## config.mk

```make
export PLATFORM = sky130hd
export DESIGN_NAME = congestion_window_control_top
export DESIGN_NICKNAME = d
export VERILOG_FILES = /design/src/sv/cwc_pkg.sv /design/src/sv/cwc_front.sv /design/src/sv/cwc_queue.sv /design/src/sv/cwc_back.sv /design/src/sv/congestion_window_control_top.sv
export VERILOG_INCLUDE_DIRS = /design/src /design/src/sv
export SDC_FILE = /design/constraint.sdc
export NUM_CORES = 1
export LEC_CHECK = 0
export BUFFER_PORTS_ARGS = -buffer_cell sky130_fd_sc_hd__buf_2
export CORE_MARGIN = 8
export CORE_UTILIZATION = 30
export DETAILED_ROUTE_END_ITERATION = 10
export SYNTH_ARGS = -nofsm -noshare
export SYNTH_HDL_FRONTEND = slang
export SYNTH_SLANG_ARGS = --single-unit
```

## constraint.sdc

```tcl
create_clock -name clk -period 40.8 [get_ports clk]
set_input_delay 4.08 -clock clk [delete_from_list [all_inputs] [get_ports clk]]
set_output_delay 4.08 -clock clk [all_outputs]
set_load 0.01 [all_outputs]
```

## src/sv/assert_macros.svh

```systemverilog
// assertion macros shared by the congestion window control block
// no dependencies; the including module provides clk and rst_n
`ifndef ASSERT_MACROS_SVH
`define ASSERT_MACROS_SVH

// same-cycle implication
`define CWC_ASSERT_SAME(label, ante, cons) \
    label: assert property (@(posedge clk) disable iff (!rst_n) (ante) |-> (cons)) \
        else $error("cwc check failed");

// delayed implication
`define CWC_ASSERT_AFTER2(label, ante, cons) \
    label: assert property (@(posedge clk) disable iff (!rst_n) (ante) |-> ##2 (cons)) \
        else $error("cwc check failed");

`endif

```

## src/sv/cwc_pkg.sv

```systemverilog
// types, codes and helpers for the congestion window control block
// no dependencies; imported by every module of the block
package cwc_pkg;

    localparam int unsigned WIDE_BITS = 32;
    localparam int unsigned ACK_BITS  = 20;
    localparam int unsigned THR_BITS  = 13;
    localparam int unsigned WIN_OUT_BITS = 13;
    localparam int unsigned SEQ_OUT_BITS = 20;
    localparam int unsigned CNT_OUT_BITS = 13;
    localparam int unsigned CFG_DATA_BITS = 20;

    localparam logic [THR_BITS-1:0] THR_CAP   = 13'd4096;
    localparam logic [THR_BITS-1:0] FR_EXTRA  = 13'd3;
    localparam logic [1:0]          DUP_FAST_LEVEL = 2'd2;

    typedef enum logic [1:0] {
        ACT_START   = 2'd0,
        ACT_ACK     = 2'd1,
        ACT_TIMEOUT = 2'd2,
        ACT_TICK    = 2'd3
    } cwc_action_t;

    typedef enum logic [2:0] {
        KIND_START   = 3'd0,
        KIND_ACK     = 3'd1,
        KIND_DUP     = 3'd2,
        KIND_FAST    = 3'd3,
        KIND_TIMEOUT = 3'd4,
        KIND_TICK    = 3'd5
    } cwc_kind_t;

    typedef enum logic [1:0] {
        CFG_SMALL_FILE     = 2'd0,
        CFG_INIT_THRESHOLD = 2'd1,
        CFG_TOTAL_SEGMENTS = 2'd2
    } cwc_cfg_index_t;

    typedef struct packed {
        logic [1:0]          action;
        logic [ACK_BITS-1:0] ack_number;
    } cwc_in_t;

    typedef struct packed {
        logic [2:0]              event_kind;
        logic [WIN_OUT_BITS-1:0] window_size;
        logic [THR_BITS-1:0]     slow_start_threshold;
        logic [SEQ_OUT_BITS-1:0] send_first;
        logic [CNT_OUT_BITS-1:0] send_count;
        logic                    transfer_done;
    } cwc_out_t;

    typedef struct packed {
        cwc_kind_t           kind;
        logic [ACK_BITS-1:0] ack_number;
    } cwc_cmd_t;

    typedef struct packed {
        logic                small_file_mode;
        logic [THR_BITS-1:0] initial_threshold;
        logic [ACK_BITS-1:0] total_segments;
    } cwc_cfg_t;

    typedef struct packed {
        logic full;
        logic empty;
    } cwc_queue_status_t;

    function automatic logic [THR_BITS-1:0] sat_thr(input logic [WIDE_BITS-1:0] v);
        return (v > WIDE_BITS'(THR_CAP)) ? THR_CAP : v[THR_BITS-1:0];
    endfunction

endpackage

```

## src/sv/cwc_front.sv

```systemverilog
// front end: accepts events, tracks repeated acks and classifies each event
// depends on cwc_pkg
module cwc_front
    import cwc_pkg::*;
#(
    parameter int SEQ_BITS = 20
)
(
    input  logic              clk,
    input  logic              rst_n,
    input  logic              in_valid,
    output logic              in_stall,
    input  cwc_in_t           in_data,
    input  cwc_queue_status_t q_status,
    output logic              push,
    output cwc_cmd_t          push_data
);

    logic [SEQ_BITS-1:0]  prev_ack_reg;
    logic [SEQ_BITS-1:0]  prev_ack_next;
    logic [1:0]           dup_count_reg;
    logic [1:0]           dup_count_next;
    logic [WIDE_BITS-1:0] ack_wide;
    logic [SEQ_BITS-1:0]  ack_seq;
    cwc_kind_t            kind;

    assign ack_wide = WIDE_BITS'(in_data.ack_number);
    assign ack_seq  = ack_wide[SEQ_BITS-1:0];
    assign in_stall = q_status.full;
    assign push     = in_valid && !q_status.full;

    always_comb
    begin
        prev_ack_next  = prev_ack_reg;
        dup_count_next = dup_count_reg;
        kind           = KIND_START;
        unique case (cwc_action_t'(in_data.action))
            ACT_START:
            begin
                kind           = KIND_START;
                prev_ack_next  = '0;
                dup_count_next = '0;
            end
            ACT_ACK:
            begin
                if (ack_seq == prev_ack_reg)
                begin
                    if (dup_count_reg == DUP_FAST_LEVEL)
                    begin
                        dup_count_next = '0;
                        kind           = KIND_FAST;
                    end
                    else
                    begin
                        dup_count_next = dup_count_reg + 2'd1;
                        kind           = KIND_DUP;
                    end
                end
                else
                begin
                    dup_count_next = '0;
                    prev_ack_next  = ack_seq;
                    kind           = KIND_ACK;
                end
            end
            ACT_TIMEOUT:
            begin
                kind = KIND_TIMEOUT;
            end
            ACT_TICK:
            begin
                kind = KIND_TICK;
            end
            default:
            begin
                kind = KIND_TICK;
            end
        endcase
    end

    assign push_data.kind       = kind;
    assign push_data.ack_number = in_data.ack_number;

    always_ff @(posedge clk or negedge rst_n)
    begin
        if (!rst_n)
        begin
            prev_ack_reg  <= '0;
            dup_count_reg <= '0;
        end
        else if (push)
        begin
            prev_ack_reg  <= prev_ack_next;
            dup_count_reg <= dup_count_next;
        end
    end

endmodule

```

## src/sv/cwc_queue.sv

```systemverilog
// two-entry command queue between the front end and the window engine
// depends on cwc_pkg
module cwc_queue
    import cwc_pkg::*;
(
    input  logic              clk,
    input  logic              rst_n,
    input  logic              push,
    input  cwc_cmd_t          push_data,
    input  logic              pop,
    output cwc_cmd_t          pop_data,
    output cwc_queue_status_t status
);

    localparam int DEPTH = 2;

    cwc_cmd_t   entry_reg [DEPTH];
    logic       wr_ptr_reg;
    logic       rd_ptr_reg;
    logic [1:0] count_reg;
    logic [1:0] count_next;

    assign status.full  = (count_reg == 2'(DEPTH));
    assign status.empty = (count_reg == 2'd0);
    assign pop_data     = entry_reg[rd_ptr_reg];

    always_comb
    begin
        count_next = count_reg;
        if (push && !pop)
        begin
            count_next = count_reg + 2'd1;
        end
        else if (pop && !push)
        begin
            count_next = count_reg - 2'd1;
        end
    end

    always_ff @(posedge clk or negedge rst_n)
    begin
        if (!rst_n)
        begin
            wr_ptr_reg <= 1'b0;
            rd_ptr_reg <= 1'b0;
            count_reg  <= '0;
        end
        else
        begin
            count_reg <= count_next;
            if (push)
            begin
                wr_ptr_reg <= !wr_ptr_reg;
            end
            if (pop)
            begin
                rd_ptr_reg <= !rd_ptr_reg;
            end
        end
    end

    always_ff @(posedge clk)
    begin
        if (push)
        begin
            entry_reg[wr_ptr_reg] <= push_data;
        end
    end

endmodule

```

## src/sv/cwc_back.sv

```systemverilog
// window engine: applies one classified event per cycle unless the output stalls;
// holds the result register; depends on cwc_pkg
module cwc_back
    import cwc_pkg::*;
#(
    parameter int MAX_WINDOW = 4096,
    parameter int SEQ_BITS   = 20
)
(
    input  logic              clk,
    input  logic              rst_n,
    input  cwc_cfg_t          cfg,
    input  cwc_queue_status_t q_status,
    input  cwc_cmd_t          cmd,
    output logic              pop,
    output logic              out_valid,
    input  logic              out_stall,
    output cwc_out_t          out_data
);

    localparam int WIN_BITS = $clog2(MAX_WINDOW + 1);
    localparam int SUM_BITS = ((SEQ_BITS > WIN_BITS) ? SEQ_BITS : WIN_BITS) + 1;
    localparam int CMP_BITS = (WIN_BITS > int'(THR_BITS)) ? WIN_BITS : int'(THR_BITS);
    localparam logic [WIN_BITS-1:0] WIN_MAX = WIN_BITS'(MAX_WINDOW);
    localparam logic [WIN_BITS-1:0] WIN_ONE = WIN_BITS'(1);
    localparam logic [WIN_BITS-1:0] WIN_TWO = WIN_BITS'(2);

    logic [WIN_BITS-1:0] window_reg, window_next;
    logic [THR_BITS-1:0] threshold_reg, threshold_next;
    logic [SEQ_BITS-1:0] high_ack_reg, high_ack_next;
    logic [SEQ_BITS-1:0] high_sent_reg, high_sent_next;
    logic                avoid_reg, avoid_next;
    logic                ticker_reg, ticker_next;
    logic                out_valid_reg, out_valid_next;
    cwc_out_t            out_data_reg, out_data_next;

    logic [WIDE_BITS-1:0] ack_wide, total_wide;
    logic [SEQ_BITS-1:0]  ack_seq, total_m;
    logic                 win_ge_thr;

    // ack path
    logic                grow;
    logic                ack_above;
    logic [SEQ_BITS-1:0] incr;
    logic [SUM_BITS-1:0] win_sum;
    logic [WIN_BITS-1:0] win_grown;
    logic [WIN_BITS-1:0] ack_win;
    logic [SEQ_BITS-1:0] ack_ha;

    // tick, fast retransmit, timeout, start
    logic [WIN_BITS:0]    tick_sum;
    logic [WIN_BITS-1:0]  tick_win;
    logic [THR_BITS-1:0]  fast_thr;
    logic [THR_BITS:0]    fast_sum;
    logic [WIDE_BITS-1:0] fast_wide;
    logic [WIN_BITS-1:0]  fast_win;
    logic [SEQ_BITS-1:0]  outstanding;
    logic [THR_BITS-1:0]  to_thr;
    logic [THR_BITS-1:0]  start_thr;

    // resend of the first unacked segment
    logic                resend_ok;
    logic [SEQ_BITS-1:0] resend_first;
    logic [SEQ_BITS-1:0] resend_hs;

    // window opening
    logic                is_start;
    logic [SEQ_BITS-1:0] ow_ha, ow_hs, ow_base;
    logic [WIN_BITS-1:0] ow_win;
    logic [SUM_BITS-1:0] ow_top, ow_top_c, ow_count;
    logic                ow_open;
    logic [SEQ_BITS-1:0] ow_first, ow_hs_new;

    logic [SEQ_BITS-1:0]  res_first;
    logic [SUM_BITS-1:0]  res_count;
    logic [WIDE_BITS-1:0] win_out_wide, first_wide, count_wide;

    assign ack_wide   = WIDE_BITS'(cmd.ack_number);
    assign ack_seq    = ack_wide[SEQ_BITS-1:0];
    assign total_wide = WIDE_BITS'(cfg.total_segments);
    assign total_m    = total_wide[SEQ_BITS-1:0];
    assign win_ge_thr = CMP_BITS'(window_reg) >= CMP_BITS'(threshold_reg);

    assign grow      = win_ge_thr || avoid_reg;
    assign ack_above = ack_seq > high_ack_reg;
    assign incr      = (high_ack_reg == '0) ? SEQ_BITS'(1)
                     : (ack_above ? (ack_seq - high_ack_reg) : '0);
    assign win_sum   = SUM_BITS'(window_reg) + SUM_BITS'(incr);
    assign win_grown = (win_sum > SUM_BITS'(MAX_WINDOW)) ? WIN_MAX : win_sum[WIN_BITS-1:0];
    assign ack_win   = grow ? ((window_reg == WIN_ONE) ? WIN_TWO : window_reg) : win_grown;
    assign ack_ha    = ack_above ? ack_seq : high_ack_reg;

    assign tick_sum  = (WIN_BITS + 1)'(window_reg) + (WIN_BITS + 1)'(1);
    assign tick_win  = (tick_sum > (WIN_BITS + 1)'(MAX_WINDOW)) ? WIN_MAX
                     : tick_sum[WIN_BITS-1:0];

    assign fast_thr  = sat_thr(WIDE_BITS'(window_reg >> 1));
    assign fast_sum  = (THR_BITS + 1)'(fast_thr) + (THR_BITS + 1)'(FR_EXTRA);
    assign fast_wide = WIDE_BITS'(fast_sum);
    assign fast_win  = (fast_wide > WIDE_BITS'(MAX_WINDOW)) ? WIN_MAX
                     : fast_wide[WIN_BITS-1:0];

    assign outstanding = (high_sent_reg > high_ack_reg) ? (high_sent_reg - high_ack_reg) : '0;
    assign to_thr      = sat_thr(WIDE_BITS'(outstanding >> 1));
    assign start_thr   = sat_thr(WIDE_BITS'(cfg.initial_threshold));

    assign resend_ok    = high_ack_reg < total_m;
    assign resend_first = high_ack_reg + SEQ_BITS'(1);
    assign resend_hs    = resend_ok ? resend_first : high_ack_reg;

    assign is_start  = (cmd.kind == KIND_START);
    assign ow_ha     = is_start ? '0 : ack_ha;
    assign ow_hs     = is_start ? '0 : high_sent_reg;
    assign ow_win    = is_start ? WIN_ONE : ack_win;
    assign ow_base   = (ow_hs > ow_ha) ? ow_hs : ow_ha;
    assign ow_top    = SUM_BITS'(ow_ha) + SUM_BITS'(ow_win);
    assign ow_top_c  = (ow_top > SUM_BITS'(total_m)) ? SUM_BITS'(total_m) : ow_top;
    assign ow_open   = ow_top_c > SUM_BITS'(ow_base);
    assign ow_count  = ow_open ? (ow_top_c - SUM_BITS'(ow_base)) : '0;
    assign ow_first  = ow_open ? (ow_base + SEQ_BITS'(1)) : '0;
    assign ow_hs_new = ow_open ? ow_top_c[SEQ_BITS-1:0] : ow_hs;

    assign pop = !q_status.empty && (!out_valid_reg || !out_stall);

    always_comb
    begin
        window_next    = window_reg;
        threshold_next = threshold_reg;
        high_ack_next  = high_ack_reg;
        high_sent_next = high_sent_reg;
        avoid_next     = avoid_reg;
        ticker_next    = ticker_reg;
        res_first      = '0;
        res_count      = '0;
        unique case (cmd.kind)
            KIND_START:
            begin
                window_next    = WIN_ONE;
                threshold_next = start_thr;
                high_ack_next  = '0;
                high_sent_next = ow_hs_new;
                avoid_next     = 1'b0;
                ticker_next    = 1'b0;
                res_first      = ow_first;
                res_count      = ow_count;
            end
            KIND_ACK, KIND_DUP:
            begin
                window_next    = ack_win;
                high_ack_next  = ack_ha;
                high_sent_next = ow_hs_new;
                ticker_next    = ticker_reg || grow;
                res_first      = ow_first;
                res_count      = ow_count;
            end
            KIND_FAST:
            begin
                if (!cfg.small_file_mode)
                begin
                    threshold_next = fast_thr;
                    window_next    = fast_win;
                    avoid_next     = 1'b1;
                end
                high_sent_next = resend_hs;
                res_first      = resend_ok ? resend_first : '0;
                res_count      = SUM_BITS'(resend_ok);
            end
            KIND_TIMEOUT:
            begin
                if (!cfg.small_file_mode)
                begin
                    window_next    = WIN_ONE;
                    threshold_next = to_thr;
                end
                high_sent_next = resend_hs;
                res_first      = resend_ok ? resend_first : '0;
                res_count      = SUM_BITS'(resend_ok);
            end
            KIND_TICK:
            begin
                if (ticker_reg && win_ge_thr)
                begin
                    window_next = tick_win;
                end
            end
            default:
            begin
                window_next = window_reg;
            end
        endcase
    end

    assign win_out_wide = WIDE_BITS'(window_next);
    assign first_wide   = WIDE_BITS'(res_first);
    assign count_wide   = WIDE_BITS'(res_count);

    always_comb
    begin
        out_data_next.event_kind           = cmd.kind;
        out_data_next.window_size          = win_out_wide[WIN_OUT_BITS-1:0];
        out_data_next.slow_start_threshold = threshold_next;
        out_data_next.send_first           = first_wide[SEQ_OUT_BITS-1:0];
        out_data_next.send_count           = count_wide[CNT_OUT_BITS-1:0];
        out_data_next.transfer_done        = high_ack_next >= total_m;
        out_valid_next = pop ? 1'b1 : (out_valid_reg && out_stall);
    end

    always_ff @(posedge clk or negedge rst_n)
    begin
        if (!rst_n)
        begin
            window_reg    <= WIN_ONE;
            threshold_reg <= THR_CAP;
            high_ack_reg  <= '0;
            high_sent_reg <= '0;
            avoid_reg     <= 1'b0;
            ticker_reg    <= 1'b0;
            out_valid_reg <= 1'b0;
        end
        else
        begin
            out_valid_reg <= out_valid_next;
            if (pop)
            begin
                window_reg    <= window_next;
                threshold_reg <= threshold_next;
                high_ack_reg  <= high_ack_next;
                high_sent_reg <= high_sent_next;
                avoid_reg     <= avoid_next;
                ticker_reg    <= ticker_next;
            end
        end
    end

    always_ff @(posedge clk)
    begin
        if (pop)
        begin
            out_data_reg <= out_data_next;
        end
    end

    assign out_valid = out_valid_reg;
    assign out_data  = out_data_reg;

endmodule

```

## src/sv/congestion_window_control_top.sv

```systemverilog
// top level of the congestion window control block: config registers and assertions
// depends on cwc_pkg, cwc_front, cwc_queue, cwc_back and assert_macros.svh
//
// usage
// - input channel in_valid/in_stall/in_data carries one event per transfer:
//   start, ack received, receive timeout or avoidance tick
// - output channel out_valid/out_stall/out_data returns one result per event:
//   event kind, window, threshold, segment range to send and a done flag
// - cfg_write_en/cfg_index/cfg_data write small_file_mode, initial_threshold
//   and total_segments; write them only while no event is in flight
// - an input transfer is registered in the queue and then in the output register
//   before its result is valid; one event per cycle is sustained while the output
//   is not stalled, set by the combinational window update in the engine
// - the front end classifies repeated acks, a two-entry queue decouples it
//   from the window engine, and the engine feeds an output register
// - a stalled output holds its result; the queue absorbs two more events
//   before in_stall rises
// - reset loads window 1, threshold 4096, total_segments 1 and clears all
//   ack and send tracking; no clearing pass is needed
`include "assert_macros.svh"

module congestion_window_control_top
    import cwc_pkg::*;
#(
    parameter int MAX_WINDOW = 4096,
    parameter int SEQ_BITS   = 20
)
(
    input  logic                     clk,
    input  logic                     rst_n,
    input  logic                     in_valid,
    output logic                     in_stall,
    input  cwc_in_t                  in_data,
    output logic                     out_valid,
    input  logic                     out_stall,
    output cwc_out_t                 out_data,
    input  logic                     cfg_write_en,
    input  logic [1:0]               cfg_index,
    input  logic [CFG_DATA_BITS-1:0] cfg_data
);

    cwc_cfg_t          cfg_reg;
    cwc_cfg_t          cfg_next;
    cwc_queue_status_t q_status;
    logic              push;
    cwc_cmd_t          push_data;
    logic              pop;
    cwc_cmd_t          pop_data;

    always_comb
    begin
        cfg_next = cfg_reg;
        if (cfg_write_en)
        begin
            unique case (cwc_cfg_index_t'(cfg_index))
                CFG_SMALL_FILE:     cfg_next.small_file_mode   = cfg_data[0];
                CFG_INIT_THRESHOLD: cfg_next.initial_threshold = cfg_data[THR_BITS-1:0];
                CFG_TOTAL_SEGMENTS: cfg_next.total_segments    = cfg_data[ACK_BITS-1:0];
                default:            cfg_next = cfg_reg;
            endcase
        end
    end

    always_ff @(posedge clk or negedge rst_n)
    begin
        if (!rst_n)
        begin
            cfg_reg.small_file_mode   <= 1'b0;
            cfg_reg.initial_threshold <= THR_CAP;
            cfg_reg.total_segments    <= ACK_BITS'(1);
        end
        else
        begin
            cfg_reg <= cfg_next;
        end
    end

    cwc_front #(
        .SEQ_BITS (SEQ_BITS)
    ) u_front (
        .clk       (clk),
        .rst_n     (rst_n),
        .in_valid  (in_valid),
        .in_stall  (in_stall),
        .in_data   (in_data),
        .q_status  (q_status),
        .push      (push),
        .push_data (push_data)
    );

    cwc_queue u_queue (
        .clk       (clk),
        .rst_n     (rst_n),
        .push      (push),
        .push_data (push_data),
        .pop       (pop),
        .pop_data  (pop_data),
        .status    (q_status)
    );

    cwc_back #(
        .MAX_WINDOW (MAX_WINDOW),
        .SEQ_BITS   (SEQ_BITS)
    ) u_back (
        .clk       (clk),
        .rst_n     (rst_n),
        .cfg       (cfg_reg),
        .q_status  (q_status),
        .cmd       (pop_data),
        .pop       (pop),
        .out_valid (out_valid),
        .out_stall (out_stall),
        .out_data  (out_data)
    );

    `CWC_ASSERT_SAME(a_no_send_no_first, out_valid && (out_data.send_count == '0), out_data.send_first == '0)
    `CWC_ASSERT_SAME(a_tick_never_sends, out_valid && (out_data.event_kind == KIND_TICK), out_data.send_count == '0)
    `CWC_ASSERT_SAME(a_timeout_collapses, out_valid && (out_data.event_kind == KIND_TIMEOUT) && !cfg_reg.small_file_mode, out_data.window_size == WIN_OUT_BITS'(1))
    `CWC_ASSERT_AFTER2(a_start_latency, in_valid && !in_stall && (in_data.action == ACT_START) && q_status.empty && (!out_valid || !out_stall), out_valid && (out_data.event_kind == KIND_START) && (out_data.window_size == WIN_OUT_BITS'(1)))

endmodule

```

==> results.txt, run 1 <==
Status: finished, final reports clean
Number of global-route vias before repair: 18.68k
Die area: 79000 sq um
EDFF count, synth: 109
DRC viols: 0
Area occupied by multi-input gates: 13590 sq um
First-pass GRT wire length: 118400 microns
Via/cell ratio: 5.716
Req. time, crit path: 41.27 ns
Final setup viols: 0
CP startpoint kind: flop
Number of core rows: 97
Clock slew at reported path FFs: 0.07 ns
Tot GR Track Use: 19.24%
Routed Antenna Nets: 0
Hold Vio Cnt, Final: 0
Met3 usage: 3.810%
Worst slew margin: 28.43%
Synthesized net count: 2724
Drt pass-1 iters: 7
Final min period: 14.83 ns
Area grow syn2layout: 11.90%
Storage cell area: 6506 sq um
Die X-Extent: 281.1 microns
CTS max path bufs: 3
Largest net degree at the start of global routing: 67
Layout cells sized above 1: 12.75%
Skew-Pair Late Insertion Delay: 0.60 ns
DRT Wirelength: 79120 microns
Seq cells post-synth: 238
Total grt overflow: 0
Mapped Cells: 2482
Clock sink total: 238
Post-DR wirelength/cell: 22.63 microns
Via count: 19.98k
Max Clock Skew: 0.03267 ns
DR iter-0 viols: 1840
Antenna Cells: 0
Setup repair bufs after CTS: 0
Arrival time worst endpoint: 15.29 ns
Maxcap violations: 0
Largest register FFs: 63
Synth Cell Area: 21080 sq um
Slowest CP cell: nor2_1
Async S/R FF share, synth: 54.20%
CTS Buf Count: 29
Met2 track utilization from global routing: 29.67%
Post-cts resize count: 0
Worst-Margin Slew: 1.070 ns
F_max: 67.44 MHz
Register area share after synthesis: 30.87%
Hold buffer count at CTS: 0
Commonest non-fill, non-tap cell in the layout: nand2_1
Setup TNS: 0 ns
Core Box Area: 69790 sq um
Met1 Usage GRT: 26.51%
Synth warnings: 0
Gr busiest metal: met2
Hold Crit Class: reg -> reg
Top-level port count: 114
Period Utilization, post-route: 36.34%
I/O Buffers: 113
Synth Flop Type: dfrtp_1
Worst Setup Slack, final: 25.97 ns
Layout fillers: 7316
Root buf cell: clkbuf_16
Pins Over Slew Limit: 0
Die height: 281.1 microns
Initial antenna violation count: 2
H-tree levels: 1
CP peak stage delay: 1.00 ns
CTS tree: done
Critical path class: reg -> reg
GPL Wtd Cong: 1.031
Layout Nets: 2776
Post-DP HPWL: 61180 microns
RSZ-0062 raised after global routing: no
Commonest cells after routing, fill and taps aside: nand2_1 (252), o21ai_0 (204), ha_1 (188)
Unique cell type count in the Yosys netlist: 90
Post-Syn Area per Cell: 8.492 sq um
Initial Util: 30.20%
CP Max Fanout: 32
Pre-CTS WS: 26.27 ns
CP most frequent cell: o21ai_0
Worst setup EP type: flop
-- cell type report --
cell class	count	area share [%]
multi-input cells	1985	57.60
flip-flops and latches	238	27.58
well taps	940	4.986
repair buffers	157	3.825
clock buffers	33	3.241
inverters	123	1.968
clock inverters	20	0.7904
-- cells by family after synthesis --
logic type      share of synthesized area (%)
mux                                     5.206
simple gates                            19.17
fa+ha+maj                               11.63
xor+xnor                                5.859
buf+inv                                 4.785
compound gates                          22.48
flops                                   30.87
-- critical path, delay by kind of cell, from the launching register on --
kind                     cells  cell delay [ns]
AND/OR/NAND/NOR             14             3.70
adder cells (fa/ha/maj)      7             2.36
XOR/XNOR                     1             0.31
multiplexers                 1             0.35
AO/OA/AOI/OAI               25             6.59
buffers and inverters        5             0.98
flip-flops                   1             0.36
-- cell usage after synthesis (14+ instances only) --
master	n	area, sq um
xor2_1	35	306.5
clkbuf_1	113	424.2
a31oi_1	45	281.5
ha_1	188	2352
o21ai_0	204	1021
o21a_1	22	165.2
a21oi_1	167	835.8
nor4_1	32	200.2
buf_2	14	70.07
mux2i_1	35	350.3
nor2b_1	29	181.4
dfrtp_1	125	3128
nor3_1	48	240.2
o31ai_1	23	172.7
a21o_1	63	473.0
inv_1	121	454.2
nand3_1	78	390.4
o22ai_1	30	187.7
or2_2	19	118.9
nor2_1	172	645.6
xnor2_1	106	928.4
nand2b_1	18	112.6
and2_1	23	143.9
mux2_2	61	686.9
edfxtp_1	109	3273
nand2_1	252	945.9
and3_1	30	187.7
nand4_1	55	344.1
a211oi_1	21	157.7
-- routing by layer --
metal	vias up	share of wire, %
met5	-	0
met4	0	4.0
met3	176	9.2
met2	976	43
met1	9530	43
li1	9302	-
-- per-stage QoR --
step	instance area, sq um	hold WS, ns	cells	utilization, %
final	23590	0.5068	3496	33.80
after global routing	23590	0.5233	3496	33.80
after CTS	23590	0.5063	3496	33.80
after detailed placement	22640	0.4928	3443	32.44
after global placement	22640	0.4886	3443	32.44
after floorplan	21080	0.4608	2482	-
-- path summary, 6_finish.rpt --
path                                    startpoint                        to  slack, ns  cells after the start
hold / removal             u_back.threshold_reg[8]   u_back.threshold_reg[8]       0.51                      2
max in group asynchronous                    rst_n   u_back.threshold_reg[0]      35.84                      2
setup reg to reg                u_queue.rd_ptr_reg  u_back.high_sent_reg[16]      25.97                     53
setup / recovery                u_queue.rd_ptr_reg  u_back.high_sent_reg[16]      25.97                     53
min in group asynchronous                    rst_n   u_back.high_ack_reg[18]       3.54                      1
hold reg to reg            u_back.threshold_reg[8]   u_back.threshold_reg[8]       0.51                      2
Power of run 1 is not shown: default switching activity piles up to over one toggle a cycle in this logic, so the estimate is an artifact.
==> run 2: changes to the inputs <==
- ABC_AREA: unset -> 1
- clock period: 40.8 -> 13.75 ns (I/O delays scaled with it)
==> results.txt, run 2 <==
CP Capture Point: u_back.out_data[14]
Drt pass-1 iters: 6 (-1)
Root buf cell: clkbuf_16
Antenna Cells: 0 (unchanged)
Arrival time worst endpoint: 12.87 ns (-2.42 ns)
Synthesized net count: 3263 (+20%)
Unique cell type count in the Yosys netlist: 63 (-30%)
Area leader, netlist: edfxtp_1
Worst Hold Slack: 0.4933 ns (-0.01359 ns)
Initial antenna violation count: 0 (-2)
CP Max Fanout: 24 (-25%)
Core Box Area: 70270 sq um (+0.70%)
Largest register FFs: 63 (unchanged)
Crit path from: u_queue.rd_ptr_reg
Clock sink total: 238 (unchanged)
R2R Setup Slk: 1.31 ns (-24.66 ns)
Via/cell ratio: 5.200 (-9.0%)
R2R Path Start: u_queue.rd_ptr_reg
Clock slew at reported path FFs: 0.06 ns (about the same)
Number of global-route vias before repair: 19.64k (+5.1%)
Hold Vio Cnt, Final: 0 (unchanged)
CTS Buf Count: 31 (+6.9%)
Worst setup EP type: flop
Top-level port count: 114 (unchanged)
CTS max path bufs: 3 (unchanged)
Post-Syn Area per Cell: 7.061 sq um (-17%)
CP most frequent cell: nand2_1
Register area share after synthesis: 30.50% (-0.37 points)
Skew-Pair Late Insertion Delay: 0.60 ns (about the same)
Maxcap violations: 0 (unchanged)
Cell area after layout: 23820 sq um (+1.0%)
Initial Util: 30.35% (+0.15 points)
Die area: 79890 sq um (+1.1%)
Routed Antenna Nets: 0 (unchanged)
Number of core rows: 97 (unchanged)
Layout fillers: 7545 (+3.1%)
Via count: 21.10k (+5.6%)
Post-DR wirelength/cell: 19.51 microns (-14%)
EDFF count, synth: 109 (unchanged)
RSZ-0062 raised after global routing: no
Synth top area share: 15.34% (-0.18 points)
Tot GR Track Use: 19.16% (-0.084 points)
Mapped Cells: 3021 (+22%)
CP startpoint kind: flop
Worst-Margin Slew: 1.025 ns (-0.04469 ns)
Synth warnings: 0 (unchanged)
DR iter-0 viols: 1980 (+7.6%)
CTS tree: done
Layout Nets: 3335 (+20%)
Final min period: 12.44 ns (-2.392 ns)
Die X-Extent: 282.7 microns (+0.56%)
Placed cell count: 4000 (+16%)
Non-filler instance count after layout: 4058 (+16%)
CP peak stage delay: 0.60 ns (-0.40 ns)
Hold Crit Class: reg -> reg
Die height: 282.7 microns (+0.56%)
Synth Cell Area: 21330 sq um (+1.2%)
Synth Flop Type: dfrtp_1
DRC viols: 0 (unchanged)
Hold buffer count at CTS: 0 (unchanged)
Layout cells sized above 1: 10.13% (-2.6 points)
Period Utilization, post-route: 90.44% (+54 points)
Max Clock Skew: 0.03802 ns (+0.005354 ns)
Largest net degree at the start of global routing: 72 (+7.5%)
F_max: 80.42 MHz (+19%)
Seq cells post-synth: 238 (unchanged)
Synth top area cells: edfxtp_1 (15%), dfrtp_1 (15%), nand2_1 (13%)
GPL Wtd Cong: 1.013 (-1.8%)
DRT Wirelength: 79170 microns (about the same)
Async S/R FF share, synth: 54.20% (unchanged)
Status: finished, final reports clean
Slowest CP cell: dfrtp_2
Worst slew margin: 31.67% (+3.2 points)
Post-DP HPWL: 63110 microns (+3.2%)
H-tree levels: 1 (unchanged)
Reg2Reg Depth: 63 (+19%)
First-pass GRT wire length: 119000 microns (+0.49%)
Req. time, crit path: 14.18 ns (-27.09 ns)
Placed cell area: 22810 sq um (+0.77%)
Synth cell count leaders: nand2_1 (761), inv_1 (330), nor2_1 (276)
Critical path class: reg -> reg
Area grow syn2layout: 11.68%
Commonest non-fill, non-tap cell in the layout: nand2_1
Commonest cells after routing, fill and taps aside: nand2_1 (760), inv_1 (330), nor2_1 (272)
Most common cell in the netlist: nand2_1
Final setup viols: 0 (unchanged)
Reg2reg end: u_back.out_data[14]
Total grt overflow: 0 (unchanged)
I/O Buffers: 113 (unchanged)
Setup TNS: 0 ns (unchanged)
Pins Over Slew Limit: 0 (unchanged)
[run 2: cell count changes after synthesis, moves of 52 or more]
cell / change
mux2_2: -61
nand3_1: +154
nand2_1: +509
xnor2_1: -75
nor2_1: +104
inv_1: +209
a21o_1: -55
clkbuf_1: -52
[run 2: cell families after synthesis]
kind of cell | after synthesis | share of synthesized area, %
compound gates | 556 | 14.88
simple gates | 1493 | 31.02
mux | 1 | 0.04693
flops | 238 | 30.50
fa+ha+maj | 193 | 11.50
buf+inv | 448 | 8.283
xor+xnor | 92 | 3.778
[run 2: critical path, delay by kind of cell, from the launching register on]
kind / cells / cell delay, ns
adder cells (fa/ha/maj): 7 / 2.29
AND/OR/NAND/NOR: 34 / 5.65
XOR/XNOR: 2 / 0.48
buffers and inverters: 8 / 1.16
flip-flops: 1 / 0.60
AO/OA/AOI/OAI: 12 / 2.08
[run 2: worst min path at each step]
stage	from	end	cells after the start
finish	u_back.threshold_reg[12]	u_back.threshold_reg[12]	2
detailed placement	u_back.threshold_reg[12]	u_back.threshold_reg[12]	2
global placement	u_back.threshold_reg[12]	u_back.threshold_reg[12]	2
global route	u_back.threshold_reg[12]	u_back.threshold_reg[12]	2
CTS	u_back.threshold_reg[12]	u_back.threshold_reg[12]	2
floorplan	u_front.dup_count_reg[0]	u_front.dup_count_reg[0]	1
[run 2: cell type report]
cell class | instances | area (sq um) | share of cell area, %
repair buffers | 131 | 706.9 | 2.967
multi-input cells | 2335 | 13090 | 54.93
well taps | 940 | 1176 | 4.937
clock buffers | 37 | 808.3 | 3.393
clock inverters | 21 | 200.2 | 0.8403
inverters | 356 | 1339 | 5.620
flip-flops and latches | 238 | 6507 | 27.32
[run 2: repair_timing]
item	in CTS	in global routing
gates resized for setup	0	2
setup endpoints to repair	0	20
setup buffers	0	0
[run 2: per-layer routing]
| metal | share of wire, % | wire length, microns | global-route usage, % | vias up |
|---|---|---|---|---|
| li1 | - | - | - | 10300 |
| met1 | 46 | 36460 | 27.29 | 9878 |
| met2 | 44 | 34530 | 29.73 | 794 |
| met3 | 6.8 | 5423 | 2.631 | 132 |
| met4 | 3.5 | 2762 | 6.116 | 0 |
| met5 | 0 | 0 | 0 | - |
[run 2: per-stage QoR]
stage / utilization (%) / setup WS [ns]
2_1_floorplan: - / 3.990
3_3_place_gp: 32.46 / 1.237
3_5_place_dp: 32.46 / 1.104
4_1_cts: 33.89 / 1.133
5_1_grt: 33.90 / 0.2720
6_report: 33.90 / 1.315
Power of run 2 is left out for the same reason.
==> run 3: changes to the inputs <==
- clock period: 13.75 -> 15 ns (I/O delays scaled with it)
==> results.txt, run 3 (synthesis gave the netlist of run 2 again) <==
Commonest cells after routing, fill and taps aside: nand2_1 (760), inv_1 (330), nor2_1 (272)
Largest net degree at the start of global routing: 74 (+2.8%)
Layout fillers: 7578 (+0.44%)
Number of core rows: 97 (unchanged)
CTS tree: done
F_max: 76.93 MHz (-4.3%)
H-tree levels: 1 (unchanged)
Worst-Margin Slew: 1.254 ns (+0.2292 ns)
Commonest non-fill, non-tap cell in the layout: nand2_1
Non-filler instance count after layout: 4058 (unchanged)
Initial Util: 30.35% (unchanged)
Layout cells sized above 1: 9.910% (-0.22 points)
Status: finished, final reports clean
Critical path class: reg -> reg
DRC viols: 0 (unchanged)
Die area: 79890 sq um (unchanged)
Antenna Cells: 0 (unchanged)
Slowest CP cell: o21ai_1
DR iter-0 viols: 1992 (+0.61%)
Area grow syn2layout: 11.81%
Top-level port count: 114 (unchanged)
CP peak stage delay: 0.82 ns (+0.22 ns)
RSZ-0062 raised after global routing: no
Total grt overflow: 0 (unchanged)
Arrival time worst endpoint: 13.32 ns (+0.45 ns)
Skew-Pair Late Insertion Delay: 0.60 ns (about the same)
CTS Buf Count: 30 (-3.2%)
Core Box Area: 70270 sq um (unchanged)
Max Clock Skew: 0.03204 ns (-0.005979 ns)
Period Utilization, post-route: 86.66% (-3.8 points)
Tot GR Track Use: 19.17% (about the same)
Layout Nets: 3336 (+0.030%)
Hold Vio Cnt, Final: 0 (unchanged)
Hold buffer count at CTS: 0 (unchanged)
Routed Antenna Nets: 0 (unchanged)
Maxcap violations: 0 (unchanged)
Post-DR wirelength/cell: 19.37 microns (-0.74%)
Setup TNS: 0 ns (unchanged)
Die height: 282.7 microns (unchanged)
CP most frequent cell: nand2_1
Clock slew at reported path FFs: 0.06 ns (about the same)
Initial antenna violation count: 0 (unchanged)
Post-DP HPWL: 62780 microns (-0.52%)
Via/cell ratio: 5.203 (about the same)
Hold Crit Class: reg -> reg
Die X-Extent: 282.7 microns (unchanged)
Pins Over Slew Limit: 0 (unchanged)
Worst setup EP type: flop
Via count: 21.11k (+0.052%)
CTS max path bufs: 3 (unchanged)
Drt pass-1 iters: 6 (unchanged)
Number of global-route vias before repair: 19.87k (+1.2%)
Post-cts resize count: 0 (unchanged)
Placed cell count: 4002 (+0.050%)
CP Max Fanout: 38 (+58%)
Final min period: 13.00 ns (+0.5637 ns)
CP startpoint kind: flop
Worst slew margin: 16.08% (-16 points)
First-pass GRT wire length: 119800 microns (+0.70%)
Root buf cell: clkbuf_16
I/O Buffers: 113 (unchanged)
Req. time, crit path: 15.32 ns (+1.14 ns)
Setup repair bufs after CTS: 0 (unchanged)
GPL Wtd Cong: 1.006 (-0.69%)
Final setup viols: 0 (unchanged)
Clock sink total: 238 (unchanged)
DRT Wirelength: 78580 microns (-0.74%)
Largest register FFs: 63 (unchanged)
[run 3: cell types whose count changed in the layout (fill, tap and decap cells not counted), sizes merged]
cell and delta:
clkbuf +5, inv -3, clkinv -3, clkinvlp -3, bufinv +2, buf +2
[run 3: final timing paths]
kind	end	startpoint	slack, ns	cells after the start
min in group asynchronous	u_front.prev_ack_reg[11]	rst_n	0.94	1
worst min register to register	u_back.threshold_reg[12]	u_back.threshold_reg[12]	0.49	2
max in group asynchronous	u_back.window_reg[1]	rst_n	12.66	2
worst max register to register	u_back.out_data[14]	u_queue.rd_ptr_reg	2.00	62
worst min-delay path	u_back.threshold_reg[12]	u_back.threshold_reg[12]	0.49	2
worst max-delay path	u_back.out_data[14]	u_queue.rd_ptr_reg	2.00	62
[run 3: per-stage QoR]
| stage | hold slack, ns | utilization (%) | cell area (sq um) | setup slack (ns) |
|---|---|---|---|---|
| final | 0.4889 | 33.94 | 23850 | 2.001 |
| after global routing | 0.5133 | 33.94 | 23850 | 0.7976 |
| after CTS | 0.4936 | 33.94 | 23850 | 2.269 |
| after detailed placement | 0.4853 | 32.48 | 22820 | 2.275 |
| after global placement | 0.4764 | 32.48 | 22820 | 2.478 |
| after floorplan | 0.4576 | - | 21330 | 5.240 |
[run 3: worst max-delay path, delay by kind of cell (launching register included)]
kind	cells	cell delay (ns)
buf+inv	8	1.60
simple gates	31	3.92
fa+ha+maj	7	2.23
flops	1	0.38
xor+xnor	1	0.31
compound gates	15	4.23
[run 3: routing by layer]
| layer | part of all wire [%] | wire length, microns | global-route usage (%) | vias to the layer above |
|---|---|---|---|---|
| li1 | - | - | - | 10290 |
| met1 | 45 | 35440 | 26.80 | 9871 |
| met2 | 44 | 34430 | 30.07 | 809 |
| met3 | 7.3 | 5737 | 2.944 | 138 |
| met4 | 3.8 | 2976 | 6.260 | 0 |
| met5 | 0 | 0 | 0 | - |
[run 3: cell type report]
class / instances / area, sq um / share of cell area [%]
multi-input cells: 2335 / 13080 / 54.85
clock inverters: 14 / 188.9 / 0.7922
inverters: 356 / 1339 / 5.613
clock buffers: 42 / 837.1 / 3.510
repair buffers: 133 / 721.9 / 3.027
well taps: 940 / 1176 / 4.931
flip-flops and latches: 238 / 6506 / 27.28
Power of run 3 is left out for the same reason.
